### config.mk
export PLATFORM = sky130hd
export DESIGN_NAME = aat_match
export DESIGN_NICKNAME = d
export VERILOG_FILES = /design/src/rtl/alias_address_table_defines.svh /design/src/rtl/aat_pkg.sv /design/src/rtl/aat_match.sv
export SDC_FILE = /design/constraint.sdc
export NUM_CORES = 1
export LEC_CHECK = 0
export BUFFER_PORTS_ARGS = -buffer_cell sky130_fd_sc_hd__clkbuf_2
export CORE_AREA = 2 2 87 89
export DETAILED_ROUTE_END_ITERATION = 16
export DIE_AREA = 0 0 89 91
export GPL_ROUTABILITY_DRIVEN = 0
export PLACE_DENSITY_LB_ADDON = 0.25
export SLEW_MARGIN = 20
export SYNTH_ARGS = -nofsm -noshare
export SYNTH_HDL_FRONTEND = slang
export SYNTH_SLANG_ARGS = --single-unit
### constraint.sdc
create_clock -name vclk -period 2.49
set_input_delay 0.747 -clock vclk [all_inputs]
set_output_delay 0.747 -clock vclk [all_outputs]
set_load 0.005 [all_outputs]
### src/rtl/alias_address_table_defines.svh
// Assertion helpers for the block that checks itself.
`ifndef ALIAS_ADDRESS_TABLE_DEFINES_SVH
`define ALIAS_ADDRESS_TABLE_DEFINES_SVH

// Same-cycle implication.
`define AAT_ASSERT_IMP(label, clk, rst, ante, cons) \
   label: assert property (@(posedge clk) disable iff (rst) (ante) |-> (cons)) \
      else $error("alias_address_table: same-cycle check failed");

// Next-cycle implication.
`define AAT_ASSERT_NEXT(label, clk, rst, ante, cons) \
   label: assert property (@(posedge clk) disable iff (rst) (ante) |=> (cons)) \
      else $error("alias_address_table: next-cycle check failed");

`endif

### src/rtl/aat_pkg.sv
package aat_pkg;

   localparam int TABLE_DEPTH_DEF = 64;

   typedef enum logic [2:0] {
      CMD_ADD    = 3'd0,
      CMD_LOOKUP = 3'd1,
      CMD_UPDATE = 3'd2,
      CMD_DELETE = 3'd3,
      CMD_LIST   = 3'd4
   } cmd_type;

   typedef enum logic [2:0] {
      STS_OK            = 3'd0,
      STS_ALIAS_MISSING = 3'd1,
      STS_ALIAS_EXISTS  = 3'd2,
      STS_ADDR_EXISTS   = 3'd3,
      STS_FULL          = 3'd4,
      STS_LOC_EMPTY     = 3'd5
   } status_type;

   typedef enum logic [2:0] {
      S_IDLE,
      S_SCAN,
      S_DECIDE,
      S_SHIFT,
      S_INSERT
   } state_type;

   typedef struct packed {
      logic [31:0] ip;
      logic [15:0] name_hi;
      logic [63:0] name_lo;
   } entry_type;

   typedef struct packed {
      logic alias_eq;
      logic addr_eq;
      logic loc_eq;
   } match_type;

   typedef struct packed {
      logic rd_en;
      logic wr_en;
   } mem_ctl_type;

   typedef struct packed {
      logic [2:0]  status;
      logic [31:0] addr;
      logic [15:0] alias_hi;
      logic [63:0] alias_lo;
      logic        last;
   } rsp_type;

   function automatic rsp_type make_rsp(status_type st, entry_type e, logic fin);
      rsp_type r;
      r.status   = st;
      r.addr     = e.ip;
      r.alias_hi = e.name_hi;
      r.alias_lo = e.name_lo;
      r.last     = fin;
      return r;
   endfunction

endpackage

### src/rtl/aat_match.sv
module aat_match import aat_pkg::*; (
   input  entry_type ent,
   input  entry_type key,
   output match_type mt
);

   always_comb begin
      mt.alias_eq = (ent.name_hi == key.name_hi) && (ent.name_lo == key.name_lo);
      mt.addr_eq  = (ent.ip == key.ip);
      // location: top two octets
      mt.loc_eq   = (ent.ip[31:16] == key.ip[31:16]);
   end

endmodule

==> impl_metrics.json, run 1 <==
{
  "outcome": "finished with violations",
  "violations": "negative setup slack",
  "ir_drop_v": 0.0000642,
  "drive_gt1_share_pct": 64.6,
  "worstHoldStart": "ent[68]",
  "critPathCaptureType": "output pin",
  "layout.nets": 605,
  "hold_path.class": "in -> out",
  "final_cell_count_no_fill": 478,
  "grt_pass1_vias": 1909,
  "grt.total_usage_pct": 11.7,
  "synth-simple-area-share_pct": 20.1,
  "max_cap_viol_count": 0,
  "syn_nets": 374,
  "synthMuxAreaShare_pct": 0,
  "synth-compound-area-share_pct": 0,
  "start_kind": "input pin",
  "period_share_pct": 105,
  "cp_data_arrival_time_ns": 1.86,
  "max-slew-margin-rel_pct": 80.7,
  "die_y_um": 91,
  "use_met3_pct": 1.36,
  "drtIter0Drc": 10,
  "firstDrtPassIters": 4,
  "setup_ws_ns": -0.121,
  "rows": 31,
  "synth_top_family_by_area": "XOR/XNOR gates",
  "period_minus_slack_ns": 2.61,
  "timing.final.hold_violations": 0,
  "syn_avg_cell_area_um2": 8.18,
  "initial_core_util_pct": 17.2,
  "nClkBuffers": 0,
  "post-place-ws_ns": -0.317,
  "cp_common_cell": "clkbuf_2",
  "routed_wl_um": 5370,
  "path_max_fanout": 1,
  "worst-path-buf-inv": 2,
  "crit_cells": 7,
  "finalSetupViolCount": 2,
  "gr-total-overflow": 0,
  "viasPerCell": 3.94,
  "synth_cell_types": 9,
  "flops_and_latches": 0,
  "grt_use_met2_pct": 23.6,
  "wl_per_cell_um": 11.2,
  "die_w_um": 89,
  "synth_warnings": 0,
  "pin_count": 227,
  "synthCells": 150,
  "seq_area_frac_synth_pct": 0,
  "via_count": 1884,
  "worst_pin_slew_ns": 0.287,
  "route.detailed.drc": 0,
  "worstSetupPathType": "in -> out",
  "antenna_left": 0,
  "tns_ns": -0.194,
  "crit_required_ns": 1.74,
  "leakagePower_nw": 1.36,
  "die_area_um2": 8100,
  "finalMaxSlewViolations": 0,
  "io_buffers": 227,
  "rsz0062_at_grt": "true",
  "antenna_cells": 0,
  "synthAdderAreaFrac_pct": 0,
  "regArea_um2": 0,
  "placed_cell_area_um2": 2490,
  "timing.fmax_ghz": 0.383,
  "hpwlAfterDp_um": 5170,
  "grt_pass1_wl_um": 7730,
  "cp-startpoint": "key[62]",
  "nFillCells": 811,
  "final_area_um2": 2640,
  "post-place-cells": 477,
  "areaGrowthSynthToFinish_pct": 115,
  "yosys.area_share.xor_xnor_pct": 79.9,
  "antenna_found_initial": 0,
  "powerDensity_nw_per_um2": 152,
  "cp_slowest_cell": "nor4_2",
  "fin_util_pct": 37.0,
  "syn_area_um2": 1230,
  "critPathTopFamily": "simple AND/OR/NAND/NOR gates",
  "critical_path.max_stage_delay_ns": 0.31,
  "met1_usage_pct": 12.5,
  "grt_max_degree": 3,
  "crit_end": "mt[2]",
  "cp_cell_sequence": "clkbuf_2, xnor2_2, nand4_1, nor4_2, nand3_2, nor3_2, clkbuf_2",
  "core-area_um2": 7140,
  "top_usage_layer": "met2"
}
-- layer usage --
layer / vias to the layer above / share of wire [%] / routed length (µm)
met5: - / 0 / 0
met4: 0 / 1.7 / 91
met3: 10 / 10 / 541
met2: 109 / 55 / 2950
met1: 785 / 33 / 1790
li1: 980 / - / -
-- where the power goes --
part | internal (mW) | switching [mW] | leakage [nW] | total, mW
Clock | 0 | 0 | 0 | 0
Combinational | 0.250 | 0.151 | 1.36 | 0.402
Sequential | 0 | 0 | 0 | 0
Total | 0.250 | 0.151 | 1.36 | 0.402
-- cell families after synthesis --
group | Yosys count
xor gates and xnor gates | 112
and+or+nand+nor | 38
-- worst min-delay path by stage --
| stage | slack [ns] | endpoint | cells after the start |
|---|---|---|---|
| after floorplan | 1.65 | mt[0] | 3 |
| after global placement | 1.88 | mt[0] | 5 |
| after detailed placement | 1.89 | mt[0] | 5 |
| after CTS | 1.98 | mt[1] | 6 |
| after global routing | 2.05 | mt[0] | 6 |
| final | 1.99 | mt[2] | 6 |
-- final cells by class --
cell class | instances | area, µm² | share of cell area, %
multi-input cells | 150 | 1340 | 50.6
well taps | 99 | 124 | 4.69
repair buffers | 229 | 1180 | 44.7
-- cell usage after synthesis --
| library cell | number | area [µm²] |
|---|---|---|
| nand4_1 | 20 | 125 |
| nor3_2 | 1 | 10.0 |
| nor4_1 | 13 | 81.3 |
| and4_1 | 1 | 8.76 |
| xnor2_1 | 72 | 631 |
| nor4_2 | 1 | 12.5 |
| nor2_1 | 1 | 3.75 |
| xor2_1 | 40 | 350 |
| nand3_1 | 1 | 5.00 |
-- cell usage in the layout (no fill, tap or decap), drive strengths merged --
cell    instances
clkbuf        223
xnor2          72
xor2           40
nand4          20
nor4           14
buf             6
nand3           1
nor3            1
nor2            1
and4            1
-- stage by stage --
stage               power [mW]  hold WS (ns)
global placement         0.376          1.88
detailed placement       0.380          1.89
global route             0.443          2.05
CTS                      0.394          1.98
finish                   0.402          1.99
floorplan                0.157          1.65
-- what timing repair did --
| action | in CTS | in global routing |
|---|---|---|
| endpoints found under the setup margin | 2 | 3 |
| hold buffers | 0 | 0 |
| setup buffers | 1 | 0 |
| pin swaps | 10 | 4 |
| gates resized for setup | 11 | 13 |
Power figures use the tool's default switching activity.
==> run 2: changes to the inputs <==
- CAP_MARGIN: default -> 20
- CELL_PAD_IN_SITES_DETAIL_PLACEMENT: default -> 0
- CELL_PAD_IN_SITES_GLOBAL_PLACEMENT: default -> 1
- CORE_AREA: 2 2 87 89 -> default
- CORE_UTILIZATION: default -> 14
- DIE_AREA: 0 0 89 91 -> default
- clock period: 2.49 -> 2.2 ns (I/O delays scaled with it)
==> run 2 against run 1 <==
  * The flow still finishes with violations (negative setup slack)
  * Flip-flop and latch count unchanged
  * Critical path depth up 1
  * Die area up 13%
  * Cell count up 1.5%
  * Core utilization down 5.3 points
  * Setup slack worse by 0.17 ns
  * Global-route usage down 1.8 points
  * Final area unchanged
  * Wire length down 2.3%
  * Critical path type unchanged
  * Largest cell class unchanged
  * Largest power group unchanged
  * Highest routed layer is now met3
==> impl_metrics.json, run 2 (synthesis gave the netlist of run 1 again) <==
{
  "hold_end": "mt[0]",
  "drive_gt1_share_pct": 63.9,
  "cp_slowest_cell": "nor4_2",
  "worst_pin_slew_ns": 0.290,
  "timing.fmax_ghz": 0.402,
  "core-area_um2": 8340,
  "antenna_found_initial": 0,
  "worstHoldStart": "ent[98]",
  "grt_use_met2_pct": 21.1,
  "post-place-cells": 486,
  "firstDrtPassIters": 3,
  "setup_ws_ns": -0.290,
  "violations": "negative setup slack",
  "max_cap_viol_count": 0,
  "final_common_cell": "clkbuf_2",
  "antenna_cells": 0,
  "worstSetupPathType": "in -> out",
  "rsz0062_at_grt": "true",
  "fin_util_pct": 31.7,
  "route.detailed.drc": 0,
  "whs_path_depth": 6,
  "gr-total-overflow": 0,
  "die_w_um": 95.6,
  "use_met3_pct": 1.12,
  "flops_and_latches": 0,
  "cts_hold_buffers": 0,
  "period_share_pct": 113,
  "routed_wl_um": 5240,
  "multiInputGateArea_um2": 1320,
  "die_area_um2": 9150,
  "top_usage_layer": "met2",
  "grt_pass1_wl_um": 7150,
  "outcome": "finished with violations",
  "areaGrowthSynthToFinish_pct": 115,
  "io_buffers": 227,
  "leakagePower_nw": 1.35,
  "layout.nets": 606,
  "path_max_fanout": 1,
  "nClkBuffers": 0,
  "via_count": 1863,
  "timing.final.hold_violations": 0,
  "regArea_um2": 0,
  "drtIter0Drc": 6,
  "layout_common_cells": "clkbuf_2 (220), xnor2_1 (65), xor2_1 (40), nand4_1 (20), nor4_1 (10)",
  "tns_ns": -0.534,
  "grt_pass1_vias": 1731,
  "hold_path.class": "in -> out",
  "critPathCaptureType": "output pin",
  "initial_core_util_pct": 14.7,
  "die_y_um": 95.6,
  "finalMaxSlewViolations": 0,
  "ir_drop_v": 0.0000597,
  "cp_data_arrival_time_ns": 1.83,
  "powerDensity_nw_per_um2": 170,
  "grt_max_degree": 3,
  "cp_cell_sequence": "clkbuf_2, xnor2_2, nand4_1, nor4_2, buf_4, nand3_2, nor3_2, buf_2",
  "critical_path.max_stage_delay_ns": 0.29,
  "rows": 33,
  "final_cell_count_no_fill": 485,
  "max-slew-margin-rel_pct": 80.5,
  "viasPerCell": 3.84,
  "start_kind": "input pin",
  "pin_count": 227,
  "wl_per_cell_um": 10.8,
  "grt.total_usage_pct": 9.84,
  "hpwlAfterDp_um": 5160,
  "crit_required_ns": 1.54,
  "post-place-ws_ns": -0.497,
  "nFillCells": 957,
  "finalSetupViolCount": 3,
  "met1_usage_pct": 10.6,
  "antenna_left": 0,
  "period_minus_slack_ns": 2.49
}
[run 2: cell count changes in the layout (fill, tap and decap cells not counted), sizes merged]
cell,change
clkbuf,-3
buf,+4
[run 2: how the worst max path moves through the flow]
stage                     startpoint     to  slack, ns  cells after the start
after detailed placement     key[30]  mt[2]      -0.50                      7
after floorplan             key[107]  mt[1]       0.08                      4
after CTS                    ent[30]  mt[2]      -0.32                      7
final                        key[16]  mt[2]      -0.29                      8
after global routing         key[30]  mt[2]      -0.41                      7
after global placement       key[30]  mt[2]      -0.49                      7
[run 2: repair_timing]
item	CTS	global route
setup endpoints to repair	3	3
buffers inserted	0	1
pin swaps	10	11
gates resized for setup	7	18
[run 2: routing by layer]
metal  share of wire [%]  vias to the layer above
met5                   0                        -
met4                   0                        0
met3                 8.3                        0
met2                  58                       87
met1                  34                      794
li1                    -                      982
[run 2: layout make-up]
class / count / share of cell area (%)
timing repair buffer: 230 / 45.2
tap: 105 / 4.98
multi-input combinational: 150 / 49.8
[run 2: where the power goes]
part | internal (mW) | leakage [nW] | switching (mW)
Clock | 0 | 0 | 0
Combinational | 0.282 | 1.35 | 0.166
Sequential | 0 | 0 | 0
Total | 0.282 | 1.35 | 0.166
[run 2: per-stage QoR]
stage / power (mW) / instance area, µm² / hold WS [ns]
after global placement: 0.432 / 2520 / 1.71
after CTS: 0.442 / 2560 / 1.71
after floorplan: 0.177 / 1230 / 1.47
after detailed placement: 0.435 / 2520 / 1.70
final: 0.447 / 2640 / 1.82
after global routing: 0.494 / 2640 / 1.85
[run 2: worst max-delay path: cells and delay by family]
family / cells / cell delay, ns
buf+inv: 3 / 0.38
xor+xnor: 1 / 0.15
simple gates: 4 / 0.64
