==> src/rtl/alias_address_table_defines.svh <==
// Assertion helpers for the block that checks itself.
`ifndef ALIAS_ADDRESS_TABLE_DEFINES_SVH
`define ALIAS_ADDRESS_TABLE_DEFINES_SVH

// Same-cycle implication.
`define AAT_ASSERT_IMP(label, clk, rst, ante, cons) \
   label: assert property (@(posedge clk) disable iff (rst) (ante) |-> (cons)) \
      else $error("alias_address_table: same-cycle check failed");

// Next-cycle implication.
`define AAT_ASSERT_NEXT(label, clk, rst, ante, cons) \
   label: assert property (@(posedge clk) disable iff (rst) (ante) |=> (cons)) \
      else $error("alias_address_table: next-cycle check failed");

`endif

==> src/rtl/aat_pkg.sv <==
package aat_pkg;

   localparam int TABLE_DEPTH_DEF = 64;

   typedef enum logic [2:0] {
      CMD_ADD    = 3'd0,
      CMD_LOOKUP = 3'd1,
      CMD_UPDATE = 3'd2,
      CMD_DELETE = 3'd3,
      CMD_LIST   = 3'd4
   } cmd_type;

   typedef enum logic [2:0] {
      STS_OK            = 3'd0,
      STS_ALIAS_MISSING = 3'd1,
      STS_ALIAS_EXISTS  = 3'd2,
      STS_ADDR_EXISTS   = 3'd3,
      STS_FULL          = 3'd4,
      STS_LOC_EMPTY     = 3'd5
   } status_type;

   typedef enum logic [2:0] {
      S_IDLE,
      S_SCAN,
      S_DECIDE,
      S_SHIFT,
      S_INSERT
   } state_type;

   typedef struct packed {
      logic [31:0] ip;
      logic [15:0] name_hi;
      logic [63:0] name_lo;
   } entry_type;

   typedef struct packed {
      logic alias_eq;
      logic addr_eq;
      logic loc_eq;
   } match_type;

   typedef struct packed {
      logic rd_en;
      logic wr_en;
   } mem_ctl_type;

   typedef struct packed {
      logic [2:0]  status;
      logic [31:0] addr;
      logic [15:0] alias_hi;
      logic [63:0] alias_lo;
      logic        last;
   } rsp_type;

   function automatic rsp_type make_rsp(status_type st, entry_type e, logic fin);
      rsp_type r;
      r.status   = st;
      r.addr     = e.ip;
      r.alias_hi = e.name_hi;
      r.alias_lo = e.name_lo;
      r.last     = fin;
      return r;
   endfunction

endpackage

==> src/rtl/aat_seq.sv <==
module aat_seq import aat_pkg::*; #(
   parameter int TABLE_DEPTH = TABLE_DEPTH_DEF,
   localparam int IDX_W = $clog2(TABLE_DEPTH),
   localparam int CNT_W = $clog2(TABLE_DEPTH + 1)
) (
   input  logic              clock,
   input  logic              reset,
   input  logic              req_valid,
   output logic              req_ready,
   input  logic [2:0]        req_cmd,
   input  entry_type         req_key,
   output mem_ctl_type       mem_ctl,
   output logic [IDX_W-1:0]  rd_addr,
   output logic [IDX_W-1:0]  wr_addr,
   output entry_type         wr_data,
   input  entry_type         rd_data,
   output entry_type         cmp_key,
   input  match_type         mt,
   input  logic              out_free,
   output logic              out_load,
   output rsp_type           out_data,
   output logic [CNT_W-1:0]  count
);

   state_type        state_ff, state_in;
   logic [2:0]       cmd_ff, cmd_in;
   entry_type        key_ff, key_in;
   logic [CNT_W-1:0] count_ff, count_in;
   logic [CNT_W-1:0] rd_idx_ff, rd_idx_in;
   logic [IDX_W-1:0] cmp_idx_ff, cmp_idx_in;
   logic             cmp_vld_ff, cmp_vld_in;
   logic             hit_ff, hit_in;
   logic             addr_hit_ff, addr_hit_in;
   logic [IDX_W-1:0] pos_ff, pos_in;
   entry_type        hit_ent_ff, hit_ent_in;
   entry_type        pend_ff, pend_in;
   logic             pend_vld_ff, pend_vld_in;
   logic [IDX_W-1:0] sh_src_ff, sh_src_in;
   logic [IDX_W-1:0] sh_dst_ff, sh_dst_in;
   logic [CNT_W-1:0] sh_left_ff, sh_left_in;
   logic             sh_vld_ff, sh_vld_in;
   logic             sh_up_ff, sh_up_in;
   logic             stall;

   always_ff @(posedge clock) begin
      if (reset) begin
         state_ff    <= S_IDLE;
         count_ff    <= '0;
         cmp_vld_ff  <= 1'b0;
         pend_vld_ff <= 1'b0;
         sh_vld_ff   <= 1'b0;
         hit_ff      <= 1'b0;
         addr_hit_ff <= 1'b0;
      end else begin
         state_ff    <= state_in;
         count_ff    <= count_in;
         cmp_vld_ff  <= cmp_vld_in;
         pend_vld_ff <= pend_vld_in;
         sh_vld_ff   <= sh_vld_in;
         hit_ff      <= hit_in;
         addr_hit_ff <= addr_hit_in;
      end
   end

   always_ff @(posedge clock) begin
      cmd_ff     <= cmd_in;
      key_ff     <= key_in;
      rd_idx_ff  <= rd_idx_in;
      cmp_idx_ff <= cmp_idx_in;
      pos_ff     <= pos_in;
      hit_ent_ff <= hit_ent_in;
      pend_ff    <= pend_in;
      sh_src_ff  <= sh_src_in;
      sh_dst_ff  <= sh_dst_in;
      sh_left_ff <= sh_left_in;
      sh_up_ff   <= sh_up_in;
   end

   always_comb begin
      state_in    = state_ff;
      cmd_in      = cmd_ff;
      key_in      = key_ff;
      count_in    = count_ff;
      rd_idx_in   = rd_idx_ff;
      cmp_idx_in  = cmp_idx_ff;
      cmp_vld_in  = cmp_vld_ff;
      hit_in      = hit_ff;
      addr_hit_in = addr_hit_ff;
      pos_in      = pos_ff;
      hit_ent_in  = hit_ent_ff;
      pend_in     = pend_ff;
      pend_vld_in = pend_vld_ff;
      sh_src_in   = sh_src_ff;
      sh_dst_in   = sh_dst_ff;
      sh_left_in  = sh_left_ff;
      sh_vld_in   = sh_vld_ff;
      sh_up_in    = sh_up_ff;
      req_ready   = 1'b0;
      mem_ctl     = '0;
      rd_addr     = rd_idx_ff[IDX_W-1:0];
      wr_addr     = sh_dst_ff;
      wr_data     = rd_data;
      out_load    = 1'b0;
      out_data    = make_rsp(STS_OK, key_ff, 1'b1);
      stall       = 1'b0;

      unique case (state_ff)
         S_IDLE: begin
            req_ready = 1'b1;
            if (req_valid) begin
               cmd_in = req_cmd;
               key_in = req_key;
               // unused codes are dropped here
               if (req_cmd <= 3'(CMD_LIST)) begin
                  state_in    = S_SCAN;
                  rd_idx_in   = '0;
                  cmp_vld_in  = 1'b0;
                  hit_in      = 1'b0;
                  addr_hit_in = 1'b0;
                  pend_vld_in = 1'b0;
               end
            end
         end

         S_SCAN: begin
            // a second location match needs the output register for the held one
            stall = (cmd_ff == CMD_LIST) && cmp_vld_ff && mt.loc_eq && pend_vld_ff
                    && !out_free;
            if (!stall) begin
               if (cmp_vld_ff) begin
                  if (mt.alias_eq && !hit_ff) begin
                     hit_in     = 1'b1;
                     pos_in     = cmp_idx_ff;
                     hit_ent_in = rd_data;
                  end
                  if (mt.addr_eq) begin
                     addr_hit_in = 1'b1;
                  end
                  if ((cmd_ff == CMD_LIST) && mt.loc_eq) begin
                     if (pend_vld_ff) begin
                        out_load = 1'b1;
                        out_data = make_rsp(STS_OK, pend_ff, 1'b0);
                     end
                     pend_in     = rd_data;
                     pend_vld_in = 1'b1;
                  end
               end
               if (rd_idx_ff < count_ff) begin
                  mem_ctl.rd_en = 1'b1;
                  cmp_idx_in    = rd_idx_ff[IDX_W-1:0];
                  cmp_vld_in    = 1'b1;
                  rd_idx_in     = rd_idx_ff + CNT_W'(1);
               end else begin
                  cmp_vld_in = 1'b0;
                  if (!cmp_vld_ff) begin
                     state_in = S_DECIDE;
                  end
               end
            end
         end

         S_DECIDE: begin
            if (out_free) begin
               out_load = 1'b1;
               state_in = S_IDLE;
               unique case (cmd_ff)
                  CMD_ADD: begin
                     if (hit_ff) begin
                        out_data = make_rsp(STS_ALIAS_EXISTS, '0, 1'b1);
                     end else if (addr_hit_ff) begin
                        out_data = make_rsp(STS_ADDR_EXISTS, '0, 1'b1);
                     end else if (count_ff == CNT_W'(TABLE_DEPTH)) begin
                        out_data = make_rsp(STS_FULL, '0, 1'b1);
                     end else begin
                        out_data   = make_rsp(STS_OK, key_ff, 1'b1);
                        // move every entry one place back, oldest first
                        sh_up_in   = 1'b1;
                        sh_src_in  = IDX_W'(count_ff - CNT_W'(1));
                        sh_left_in = count_ff;
                        sh_vld_in  = 1'b0;
                        state_in   = (count_ff == '0) ? S_INSERT : S_SHIFT;
                     end
                  end
                  CMD_LOOKUP: begin
                     out_data = hit_ff ? make_rsp(STS_OK, hit_ent_ff, 1'b1)
                                       : make_rsp(STS_ALIAS_MISSING, '0, 1'b1);
                  end
                  CMD_UPDATE: begin
                     if (!hit_ff) begin
                        out_data = make_rsp(STS_ALIAS_MISSING, '0, 1'b1);
                     end else if (addr_hit_ff) begin
                        out_data = make_rsp(STS_ADDR_EXISTS, '0, 1'b1);
                     end else begin
                        out_data      = make_rsp(STS_OK, key_ff, 1'b1);
                        mem_ctl.wr_en = 1'b1;
                        wr_addr       = pos_ff;
                        wr_data       = key_ff;
                     end
                  end
                  CMD_DELETE: begin
                     if (!hit_ff) begin
                        out_data = make_rsp(STS_ALIAS_MISSING, '0, 1'b1);
                     end else begin
                        out_data   = make_rsp(STS_OK, hit_ent_ff, 1'b1);
                        count_in   = count_ff - CNT_W'(1);
                        // close the gap, moving older-side entries forward
                        sh_up_in   = 1'b0;
                        sh_src_in  = pos_ff + IDX_W'(1);
                        sh_left_in = count_ff - CNT_W'(1) - CNT_W'(pos_ff);
                        sh_vld_in  = 1'b0;
                        state_in   = S_SHIFT;
                     end
                  end
                  CMD_LIST: begin
                     out_data = pend_vld_ff ? make_rsp(STS_OK, pend_ff, 1'b1)
                                            : make_rsp(STS_LOC_EMPTY, '0, 1'b1);
                  end
                  default: begin
                     out_load = 1'b0;
                  end
               endcase
            end
         end

         S_SHIFT: begin
            // read one entry, write the one read last cycle
            if (sh_vld_ff) begin
               mem_ctl.wr_en = 1'b1;
            end
            if (sh_left_ff != '0) begin
               mem_ctl.rd_en = 1'b1;
               rd_addr       = sh_src_ff;
               sh_dst_in     = sh_up_ff ? sh_src_ff + IDX_W'(1) : sh_src_ff - IDX_W'(1);
               sh_src_in     = sh_up_ff ? sh_src_ff - IDX_W'(1) : sh_src_ff + IDX_W'(1);
               sh_left_in    = sh_left_ff - CNT_W'(1);
               sh_vld_in     = 1'b1;
            end else begin
               sh_vld_in = 1'b0;
               if (!sh_vld_ff) begin
                  state_in = sh_up_ff ? S_INSERT : S_IDLE;
               end
            end
         end

         S_INSERT: begin
            mem_ctl.wr_en = 1'b1;
            wr_addr       = '0;
            wr_data       = key_ff;
            count_in      = count_ff + CNT_W'(1);
            state_in      = S_IDLE;
         end

         default: begin
            state_in = S_IDLE;
         end
      endcase
   end

   assign cmp_key = key_ff;
   assign count   = count_ff;

endmodule

==> config.mk <==
export PLATFORM = sky130hd
export DESIGN_NAME = aat_seq
export DESIGN_NICKNAME = d
export VERILOG_FILES = /design/src/rtl/alias_address_table_defines.svh /design/src/rtl/aat_pkg.sv /design/src/rtl/aat_seq.sv
export SDC_FILE = /design/constraint.sdc
export NUM_CORES = 1
export LEC_CHECK = 0
export BUFFER_PORTS_ARGS = -buffer_cell sky130_fd_sc_hd__buf_2
export CAP_MARGIN = 5
export CORE_AREA = 2 2 233 235
export DETAILED_ROUTE_END_ITERATION = 7
export DIE_AREA = 0 0 235 237
export PLACE_DENSITY = 0.55
export REMOVE_ABC_BUFFERS = 1
export SETUP_SLACK_MARGIN = 0.3
export SLEW_MARGIN = 10
export SYNTH_ARGS = -nofsm -noshare
export SYNTH_HDL_FRONTEND = slang
export SYNTH_SLANG_ARGS = --single-unit
==> constraint.sdc <==
create_clock -name clock -period 9.9 [get_ports clock]
set_input_delay 1.98 -clock clock [delete_from_list [all_inputs] [get_ports clock]]
set_output_delay 1.98 -clock clock [all_outputs]
set_load 0.03 [all_outputs]
==> results by group <==
CTS
  • Reg clk slew, reported paths: 0.06 ns
  • Post-CTS setup buffer count: 0
  • CTS tree: built
  • CTS sink count: 393
  • Max clock buf depth: 3
  • Htree depth: 2
  • Root Buffer: clkbuf_16
  • Clock latency on the worst-skew pair: 0.58 ns
  • Post-CTS sizing: 0
  • Inserted Clock Buffers: 46
  • CTS Hold Buffers Added: 0

Synth
  • Area share of the largest cell type after synthesis: between 60% and 70%
  • Post-synthesis sequential area ratio: about two thirds
  • Async S/R FF share, synth: 0%
  • Cells after Synth: between 1000 and 1500
  • Synth warn: 0
  • Flops & latches, synth: 393
  • Top post-synthesis cells by area: edfxtp_1, a221o_1, mux2_4, and3_1, mux2_2
  • Synth cell types: slightly above 60
  • Mapped Area: ~18000 sq um
  • Synth Flop Type: edfxtp_1
  • Yosys top cell by area: edfxtp_1
  • Syn Area/Cell: 15.05 sq um
  • EDFF count, synth: ~380

Global route
  • Grt met3 use: 4.698%
  • Met2 Usage GRT: roughly 37%
  • First-pass GRT wire length: about 90 mm
  • Initial antenna violation count: 5
  • Total GRT Usage: 21.82%
  • Largest net degree at the start of global routing: a little under 90
  • Global route total overflow: 0
  • GRT busiest layer: met2
  • Met1 GRT Util: 26.74%
  • Number of global-route vias before repair: around 13000

STA
  • Final worst-path cycle share: between 60 and 70%
  • Clock skew: around 0.021 ns
  • Final hold vios: 0
  • Slew HR: between 30% and 40%
  • Setup TNS: 0 ns
  • Setup WS post-layout: 2.985 ns
  • Worst hold slack: between 0.4 and 0.5 ns
  • RSZ-0062 raised after global routing: no
  • Min Tclk post-route: ~7 ns
  • Max Fclk: about 0.14 GHz
  • Slew Viols, Final: 0
  • Slew @ Worst Pin: approximately 1.0 ns
  • Endpoints failing setup: 0

Pwr
  • Maximum vdd drop: 0.1424 mV
  • LEAKAGE: between 9 and 10 nW
  • Power per cell area: 237.8 nW/um^2
  • Overall power: between 5 and 6 mW

Final layout
  • Fraction of layout cells with a size suffix above 1: around 45%
  • Most common cell after layout, fill and taps aside: buf_2
  • Syn-to-layout area delta: 28.97%
  • Fin nets: 2003
  • Design Area, Final: approximately 23000 sq um
  • Most frequent cells in the layout: buf_2, edfxtp_1, and3_1, a221o_1, mux2_4
  • Layout filler cell count: approximately 5000
  • Final Core Density: 42.80%
  • Non-Filler Instances: ~2500

Detailed routing
  • Routed Wire Length: between 60 and 70 mm
  • Post-DR wirelength/cell: 25.83 um
  • Vias per cell: approximately 5.3
  • DRT Pass-1 Iters: 7
  • DRC violations left: 0
  • Initial drt markers: between 900 and 1000
  • Vias: between 10000 and 15000
  • Final ANT Viol Nets: 0

Critical path
  • Cells on worst reg2reg path: 5
  • Setup slack, reg-to-reg: between 6 and 7 ns
  • CP Launch Type: primary input
  • Critical Path Fanout Max: 51
  • Setup Crit Path Kind: in -> out
  • Worst Path Arrival: 4.93 ns
  • Required time of the critical path: between 7 and 8 ns
  • Crit Reg-Reg Endpoint: hit_ent_ff[92]
  • Worst r2r src: state_ff[0]
  • CP endpoint kind: output pin

Placed design
  • Detail Placement HPWL: approximately 46 mm
  • Port Buf Inserts: between 500 and 600
  • Gpl congestion: between 0.8 and 0.9
  • Placed cell area: roughly 21000 sq um
  • Dpl ws: a little over 3 ns
  • DP Cell Count: between 2000 and 2500

Floorplan
  • Area of the core: about 53000 sq um
  • Io pins: between 500 and 600
  • Die width: 235 um
  • Die area: 55700 sq um
  • Starting density of the core: approximately a third
  • Die Y: 237 um
  • Std cell rows: between 80 and 90

Worst hold path
  • Hold WC Path Type: reg -> reg
  • Hold path start: cmp_idx_ff[3]
  • Hold EP: pos_ff[3]
  • Worst Hold Depth: 0

Run
  • Maxcap violations: 0

Run status
  • Outcome: finished clean
report_power, final:
group / internal [mW] / switching (mW)
Sequential: 2.03 / 0.214
Clock: 0.996 / 0.688
Combinational: 0.439 / 1.05
Total: 3.47 / 1.96
cell families after synthesis:
| family | count (synthesis) | share of synthesized area [%] |
|---|---|---|
| DFF | 393 | 65.89 |
| and+or+nand+nor | 268 | 8.583 |
| AOI/OAI and AO/OA | 215 | 10.10 |
| muxes | 125 | 9.375 |
| buffers and inverters | 121 | 2.943 |
| xor gates and xnor gates | 32 | 1.585 |
| adders and majority gates | 21 | 1.528 |
cell usage after synthesis (3+ instances only):
cell type  count
or2_2          3
o32ai_1        3
a221o_1      112
nor2_1        37
inv_1         33
o21a_1         3
nor2b_1        4
ha_1          20
a21o_1         5
nor4b_1        3
a211oi_1       6
nand2_1       26
xor2_1        10
mux2i_1        7
and2_1         5
nor3b_1        3
o211ai_1       7
dfxtp_1       15
nor4_1         3
a21oi_1       23
mux2_4        69
xnor2_1       22
a22oi_1        4
nand2b_1       5
clkbuf_1      67
buf_2          5
buf_1          6
and3b_1        3
a31oi_1        3
and3_1       122
or3_1          6
edfxtp_1     378
nor3_1        14
o21ai_0       30
nand3_1       20
mux2_2        49
nand4_1        4
buf_6          8
or3b_2         3
sequential cells by signal, summed over array words and instances, names as in the netlist, 3 cells and up:
name,cells
cmd_ff,3
cmp_idx_ff,6
cmp_key,112
count,7
hit_ent_ff,112
pend_ff,112
pos_ff,6
rd_idx_ff,7
sh_dst_ff,6
sh_left_ff,7
sh_src_ff,6
state_ff,3
critical path, stage by stage:
cell,delay (ns)
buf_2,0.13
inv_1,0.10
or4_1,0.61
or4_4,0.65
and2_4,0.31
buf_4,0.38
mux2_4,0.46
buf_2,0.19
layer usage:
layer / share of wire (%) / vias to the layer above
li1: - / 5851
met5: 0 / -
met1: 39 / 6669
met2: 50 / 609
met3: 7.3 / 98
met4: 3.7 / 0
final cells by class:
class                   instances  area (sq um)  share of cell area, %
diodes                          5         12.51                0.05486
clock buffers                  55          1206                  5.289
clock inverters                28         275.3                  1.207
inverters                      35         131.4                 0.5760
multi-input cells             661          5560                  24.38
flip-flops and latches        393         11650                  51.10
well taps                     696         870.8                  3.818
repair buffers                611          3095                  13.57
worst max path at each step:
stage | from | end | slack [ns] | depth (start not counted)
floorplan | out_free | out_data[100] | -1.27 | 4
global placement | out_free | wr_data[93] | 3.13 | 8
detailed placement | out_free | wr_data[93] | 3.06 | 8
CTS | out_free | wr_data[93] | 3.05 | 8
global route | out_free | wr_data[93] | 2.94 | 8
finish | out_free | wr_data[93] | 2.99 | 8
Power figures use the tool's default switching activity.
